===== src/rtl/core/keyframe_track_interpolator_macros.svh =====
// assertion macros for the keyframe track interpolator
`ifndef KEYFRAME_TRACK_INTERPOLATOR_MACROS_SVH
`define KEYFRAME_TRACK_INTERPOLATOR_MACROS_SVH

`ifndef SYNTHESIS

// same-cycle implication, checked on every rising edge outside reset
`define KTI_ASSERT_IMP(lbl, ante, cons) \
    lbl: assert property (@(posedge i_clk) disable iff (!i_rst_n) (ante) |-> (cons)) \
        else $error("kti assertion failed");

// next-cycle implication
`define KTI_ASSERT_NXT(lbl, ante, cons) \
    lbl: assert property (@(posedge i_clk) disable iff (!i_rst_n) (ante) |=> (cons)) \
        else $error("kti assertion failed");

`else

`define KTI_ASSERT_IMP(lbl, ante, cons)
`define KTI_ASSERT_NXT(lbl, ante, cons)

`endif

`endif


===== src/rtl/core/kti_pkg.sv =====
// shared types and codes of the keyframe track interpolator
`default_nettype none

package kti_pkg;

    // divider width and step counter width
    localparam int DIV_W  = 33;
    localparam int STEP_W = 6;

    // configuration register indexes
    localparam logic [2:0] CFG_FREQUENCY  = 3'd0;
    localparam logic [2:0] CFG_PHASE      = 3'd1;
    localparam logic [2:0] CFG_START_TIME = 3'd2;
    localparam logic [2:0] CFG_STOP_TIME  = 3'd3;
    localparam logic [2:0] CFG_EXTRAP     = 3'd4;
    localparam logic [2:0] CFG_INTERP     = 3'd5;
    localparam logic [2:0] CFG_KEY_COUNT  = 3'd6;

    // extrapolation codes
    localparam logic [1:0] EXT_CYCLIC   = 2'd0;
    localparam logic [1:0] EXT_REVERSE  = 2'd1;

    // interpolation codes
    localparam logic [1:0] INTERP_HERMITE = 2'd1;
    localparam logic [1:0] INTERP_STEP    = 2'd2;

    // input word kinds
    localparam logic KIND_WRITE = 1'b0;
    localparam logic KIND_QUERY = 1'b1;

    typedef struct packed {
        logic               kind;
        logic [5:0]         key_index;
        logic signed [31:0] key_time;
        logic signed [31:0] key_value;
        logic signed [31:0] key_forward;
        logic signed [31:0] key_backward;
        logic signed [31:0] query_time;
    } t_kti_in;

    typedef struct packed {
        logic signed [31:0] result_value;
        logic               result_valid;
        logic signed [31:0] mapped_time;
        logic [5:0]         lower_key;
    } t_kti_out;

    typedef struct packed {
        logic              start;
        logic [STEP_W-1:0] steps;
        logic [DIV_W-1:0]  rem_init;
        logic [DIV_W-1:0]  dividend;
        logic [DIV_W-1:0]  divisor;
    } t_div_req;

    typedef struct packed {
        logic             done;
        logic [DIV_W-1:0] quo;
        logic [DIV_W-1:0] rem;
    } t_div_rsp;

endpackage

`default_nettype wire


===== src/rtl/core/kti_div.sv =====
// restoring divider, one quotient bit per cycle
`default_nettype none

module kti_div (
    input  wire             i_clk,
    input  wire             i_rst_n,
    input  kti_pkg::t_div_req i_req,
    output kti_pkg::t_div_rsp o_rsp
);
    import kti_pkg::*;

    logic              r_busy;
    logic              r_done;
    logic [STEP_W-1:0] r_cnt;
    logic [DIV_W-1:0]  r_rem;
    logic [DIV_W-1:0]  r_dvd;
    logic [DIV_W-1:0]  r_den;
    logic [DIV_W-1:0]  r_quo;

    logic [DIV_W:0]    shifted;
    logic [DIV_W:0]    diff;
    logic              ge;
    logic [DIV_W-1:0]  n_rem;

    // one trial subtraction
    always_comb begin
        shifted = {r_rem, r_dvd[DIV_W-1]};
        diff    = shifted - {1'b0, r_den};
        ge      = (shifted >= {1'b0, r_den});
        n_rem   = ge ? diff[DIV_W-1:0] : shifted[DIV_W-1:0];
    end

    // control and datapath registers
    always_ff @(posedge i_clk) begin
        if (!i_rst_n) begin
            r_busy <= 1'b0;
            r_done <= 1'b0;
            r_cnt  <= '0;
        end else begin
            r_done <= 1'b0;
            if (i_req.start) begin
                r_busy <= 1'b1;
                r_cnt  <= i_req.steps;
                r_rem  <= i_req.rem_init;
                r_dvd  <= i_req.dividend;
                r_den  <= i_req.divisor;
                r_quo  <= '0;
            end else if (r_busy) begin
                r_rem <= n_rem;
                r_dvd <= {r_dvd[DIV_W-2:0], 1'b0};
                r_quo <= {r_quo[DIV_W-2:0], ge};
                r_cnt <= r_cnt - 1'b1;
                if (r_cnt == STEP_W'(1)) begin
                    r_busy <= 1'b0;
                    r_done <= 1'b1;
                end
            end
        end
    end

    assign o_rsp.done = r_done;
    assign o_rsp.quo  = r_quo;
    assign o_rsp.rem  = r_rem;

endmodule

`default_nettype wire


===== config.mk =====
export PLATFORM = sky130hd
export DESIGN_NAME = kti_div
export DESIGN_NICKNAME = d
export VERILOG_FILES = /design/src/rtl/core/keyframe_track_interpolator_macros.svh /design/src/rtl/core/kti_pkg.sv /design/src/rtl/core/kti_div.sv
export SDC_FILE = /design/constraint.sdc
export NUM_CORES = 1
export LEC_CHECK = 0
export BUFFER_PORTS_ARGS = -buffer_cell sky130_fd_sc_hd__buf_2
export CORE_MARGIN = 2
export CORE_UTILIZATION = 30
export DETAILED_ROUTE_END_ITERATION = 8
export PLACE_DENSITY_LB_ADDON = 0.12
export SLEW_MARGIN = 5
export SYNTH_ARGS = -nofsm -noshare
export SYNTH_HDL_FRONTEND = slang
export SYNTH_SLANG_ARGS = --single-unit

===== constraint.sdc =====
create_clock -name i_clk -period 7.2 [get_ports i_clk]
set_input_delay 0.36 -clock i_clk [delete_from_list [all_inputs] [get_ports i_clk]]
set_output_delay 0.36 -clock i_clk [all_outputs]
set_load 0.01 [all_outputs]

* After elaboration in Yosys (flattened, before gate mapping)
Index checks and enable logic that the tools add are counted.
** Word-level totals
- Bits in registers :: 140
- Input bits :: 108
- Output and inout port bits :: 67
- Word-level logic and storage cells :: 29
** Cells by class
- Add/sub/neg operators :: 2
- Order comparisons :: 1
- Eq/ne operators :: 1
- Muxes and demuxes :: 12
- Bitwise operators :: 2
- Reductions and logical operators :: 4
** Operators by type and width (number)
- 33-bit 2-to-1 mux :: 6
- 34-bit by 33-bit >= comparator with 1-bit output :: 1
- 33-bit subtractor :: 1
- 6-bit 2-to-1 mux :: 2
- 6-bit by 1-bit equality test with 1-bit output, second input constant :: 1
- 6-bit by 1-bit subtractor with 6-bit output, second input constant :: 1
- 1-bit 2-to-1 mux :: 4
- 2-bit AND reduction :: 2
- 3-bit OR reduction :: 1
- 1-bit inverter :: 2
- 2-bit nonzero test :: 1

* Depth between registers and ports, before layout
- Depth after elaboration :: 4
- Mapped depth :: 15
- Depth with buffers taken out :: 13

* Worst setup path before layout
OpenSTA, ideal clock, no wires.
- Kind :: input to register
- Start point :: input port i_req[105] (netlist bit)
- End point :: register r_dvd[0] (enable)
- Library setup time :: 0.466 ns
- Arrival time :: 3.115 ns
- Data required time :: 6.734 ns
- Setup slack :: 3.619 ns
- Stages :: 3
- Path buffers :: 2
- Path through :: clkbuf_1 > clkbuf_1 > o21a_1
** Between the ends
- Cells in the longest elaborated chain, start to end :: 2
** RTL lines
- from (decl) :: line kti_div.sv:7 : input kti_pkg::t_div_req i_req,
- 2-bit nonzero test (no source line)
- 2-bit AND reduction (no source line)
- to (signal assigned) :: line kti_div.sv:45 : r_dvd <= i_req.dividend;
- to (signal assigned) :: line kti_div.sv:50 : r_dvd <= {r_dvd[DIV_W-2:0], 1'b0};
- to (decl) :: line kti_div.sv:16 : logic [DIV_W-1:0] r_dvd;
Every way passes these cells.
A chain may end at the register's enable or synchronous reset.

* Worst setup path after layout
- Start point :: register r_dvd[32]
- End point :: register r_rem[29] (data pin)
** Between the ends
- Cells in the longest elaborated chain, start to end :: 4
- Elaborated cells between the ends (all ways) :: 5
- Those cells by class :: 1 x add/sub; 1 x order compare; 3 x mux
** RTL lines
- 33-bit subtractor / 34-bit by 33-bit >= comparator with 1-bit output (equally long branches) :: line kti_div.sv:28, kti_div.sv:29
- 33-bit 2-to-1 mux (*) :: line kti_div.sv:30 : n_rem = ge ? diff[DIV_W-1:0] : shifted[DIV_W-1:0];
- 33-bit 2-to-1 mux (*) :: line kti_div.sv:48 : end else if (r_busy) begin
- 33-bit 2-to-1 mux (*) :: line kti_div.sv:41 : if (i_req.start) begin
- to (signal assigned) :: line kti_div.sv:44 : r_rem <= i_req.rem_init;
- to (signal assigned) :: line kti_div.sv:49 : r_rem <= n_rem;
- to (decl) :: line kti_div.sv:15 : logic [DIV_W-1:0] r_rem;
Mark *: on every way between the ends. The rest lies on a longest branch, timed or not. The select of a mux whose other input is x is not followed.

==> key figures <==
Run status
  • Status: complete, no violations

Hold path
  • Hold Path Depth: 1
  • Type of the worst min-delay path: in -> reg

Synth
  • Area leader, netlist: edfxtp_1
  • EDFF count, synth: 132
  • Synth Register Bits: 140
  • Syn Inst Count: 670
  • Ys async rst share: 0%
  • Ranking of synthesized cells by area: edfxtp_1 (52%), mux2_2 (6.8%), ha_1 (5.7%)
  • Top-count cell post-synth: edfxtp_1
  • Syn nets: 814
  • Synth top area share: 51.67%
  • Synth Warn #: 0
  • Post-synth top cells: edfxtp_1 (132), nand2_1 (51), inv_1 (47), mux2_2 (46), o21ai_0 (44)
  • Synth unique cells: 54
  • Top FF cell, synth: edfxtp_1
  • Synthesized area: 7671 sq um
  • Syn Area/Cell: 11.45 sq um
  • Register area share after synthesis: 53.76%

Die
  • Initial core utilization: 30.55%
  • Die extent in y: 163.9 microns
  • Die X: 163.9 microns
  • Core Box Area: 25110 sq um
  • Die area: 26860 sq um
  • # IOs: 175
  • Cell Rows: 58

Placement
  • Placed cell areas: 8818 sq um
  • IO Port Bufs: 174
  • Routability cong.: 0.8453
  • Post-DP HPWL: 14.21 mm
  • Placed Cells: 1143

Power and ir drop
  • Pleak: 3.879 nW
  • PwrDens: 255.7 nW/um^2
  • Peak supply drop: 0.0001169 V

Routing
  • Routed WL: 19.80 mm
  • DRT antenna net count: 0
  • DRT iter0 DRCs: 305
  • Routed vias: 5597
  • Via density: 4.751
  • Drt drc: 0
  • DR pass1 iterations: 4
  • Wire per inst: 16.81 microns

Setup path
  • Setup crit end kind: flop
  • Worst path required time: 7.37 ns
  • Kind of critical path: reg -> reg
  • Worst Setup Start Kind: flop
  • Critical-path cell list: inv_1 -> ha_1 -> inv_1 -> fa_1 -> a21oi_1 -> o211ai_1 -> a21oi_1 -> o21ai_0 -> a31oi_2 -> o211a_1 -> buf_4 -> nor2_1 -> a221o_1
  • CP bufs+invs: 3
  • CP max stage delay: 0.59 ns
  • R2R depth: 13
  • CP max stage cell: o211a_1
  • Crit-path max FO: 40
  • CP Depth: 13
  • Top cell family by delay on the critical path: compound AO/OA/AOI/OAI gates
  • CP arrival: 4.40 ns

Finish
  • Fillers: 2566
  • Final cell count without fillers: 1178
  • Area of the multi-input gates: 3209 sq um
  • Post-route cell area: 9404 sq um
  • Layout area overhead: 22.59%
  • Layout Nets: 976
  • Share of cells above drive strength 1: 31.01%
  • FF+latch area: 4124 sq um

STA
  • Slew Limit Fails: 0
  • Minimum clock period: 4.239 ns
  • WHS: 0.1127 ns
  • Max transition margin: 31.39%
  • Tcrit/Tclk final: 58.87%
  • FMAX: 235.9 MHz
  • Unrepaired setup endpoints after global routing: false
  • # setup viols final: 0
  • Worst slew pin tran: 1.029 ns
  • Worst Skew: 0.01020 ns
  • Final hold violation count: 0
  • Fin Setup TNS: 0 ns

GRT
  • Largest net degree at the start of global routing: 86
  • GRT Residual Overflow: 0
  • First-pass GRT wire length: 30.75 mm
  • Initial antenna violation count: 2
  • Vias in the first global route: 5741
  • Total GRT Usage: 14.81%

Clock network
  • Clock sink count: 140
  • Clock buffer count from CTS: 17
  • TritonCTS clock tree: yes
  • CTS clk-pin slew, worst paths: 0.07 ns
  • Setup Fix Bufs, Post-CTS: 0
  • Root buffer cell: clkbuf_16
  • Worst skew pair latency: 0.42 ns
  • # H-tree levels: 4
  • Maximum buffer depth of the clock tree: 2
  • Post_cts resized: 0
  • Post-CTS Hold Buffers: 0

Run
  • Number of max-cap violations: 0
==> registers in the layout (all words and copies together), names as in the netlist <==
| signal | count |
|---|---|
| r_den | 33 |
| r_dvd | 33 |
| r_quo | 33 |
| r_rem | 33 |
| r_cnt | 6 |
| r_busy | 1 |
| r_done | 1 |
==> cell usage in the layout (no fill, tap or decap), types with 3 or more instances in the layout <==
cell type,count
buf_2,173
edfxtp_1,132
nand2_1,51
inv_1,47
mux2_2,46
o21ai_0,44
a21oi_1,41
nor2b_1,37
ha_1,35
nor2_1,27
clkbuf_16,17
xor2_1,16
xnor2_1,16
a21o_1,14
a211oi_1,13
and2_1,11
o21a_1,10
nand3_1,8
dfxtp_1,8
nor3_1,7
nand4_1,7
a221o_1,6
and3_1,5
a31oi_1,5
inv_8,5
o31ai_1,4
mux2i_1,4
and3b_1,4
buf_4,4
diode_2,3
o21bai_1,3
o211ai_1,3
nor4b_1,3
inv_6,3
clkinv_4,3
==> metrics by stage <==
step           power, W  worst slack, ns  utilization (%)
3_3_place_gp   0.001551            3.097            35.12
6_report       0.002404            2.961            37.45
4_1_cts        0.002441            2.944            37.42
3_5_place_dp   0.001555            2.960            35.12
2_1_floorplan  0.001398            3.619                -
5_1_grt        0.002538            2.647            37.43
==> layout make-up <==
type	instances	area share (%)
Sequential cell	140	43.85
Tap cell	330	4.391
Clock inverter	15	1.623
Antenna cell	3	0.07983
Clock buffer	17	4.524
Inverter	47	1.876
Timing Repair Buffer	177	9.526
Multi-Input combinational cell	449	34.13
==> final timing paths <==
kind / startpoint / to / slack, ns
worst max-delay path: r_dvd[32] / r_rem[29] / 2.96
worst min register to register: r_dvd[31] / r_dvd[32] / 0.54
worst min-delay path: i_req[0] / r_den[0] / 0.11
worst max register to register: r_dvd[32] / r_rem[29] / 2.96
==> metal layers <==
metal / vias to the layer above / GRT usage (%) / share of wire [%]
met2: 113 / 24.62 / 48
li1: 2777 / - / -
met4: 0 / 4.506 / 0.84
met5: - / 0 / 0
met3: 7 / 3.409 / 3.9
met1: 2700 / 19.20 / 47
==> power breakdown <==
group / internal, W / switching [W] / total, W / leakage [nW]
Sequential: 0.000972 / 0.0000343 / 0.00101 / 1.33
Combinational: 0.000228 / 0.000301 / 0.000529 / 2.27
Clock: 0.000462 / 0.000407 / 0.000869 / 0.281
Total: 0.00166 / 0.000742 / 0.00240 / 3.88
==> logic make-up (layout without fill, tap and decap cells) <==
kind of cell	after synthesis	in the layout	synth area share [%]
xor+xnor	32	32	3.653
fa+ha+maj	36	36	5.970
mux	50	50	7.275
buf+inv	81	256	4.518
flops	140	140	53.76
simple gates	172	172	11.63
other cells	0	3	0
compound gates	159	159	13.20
Power figures use the tool's default switching activity.
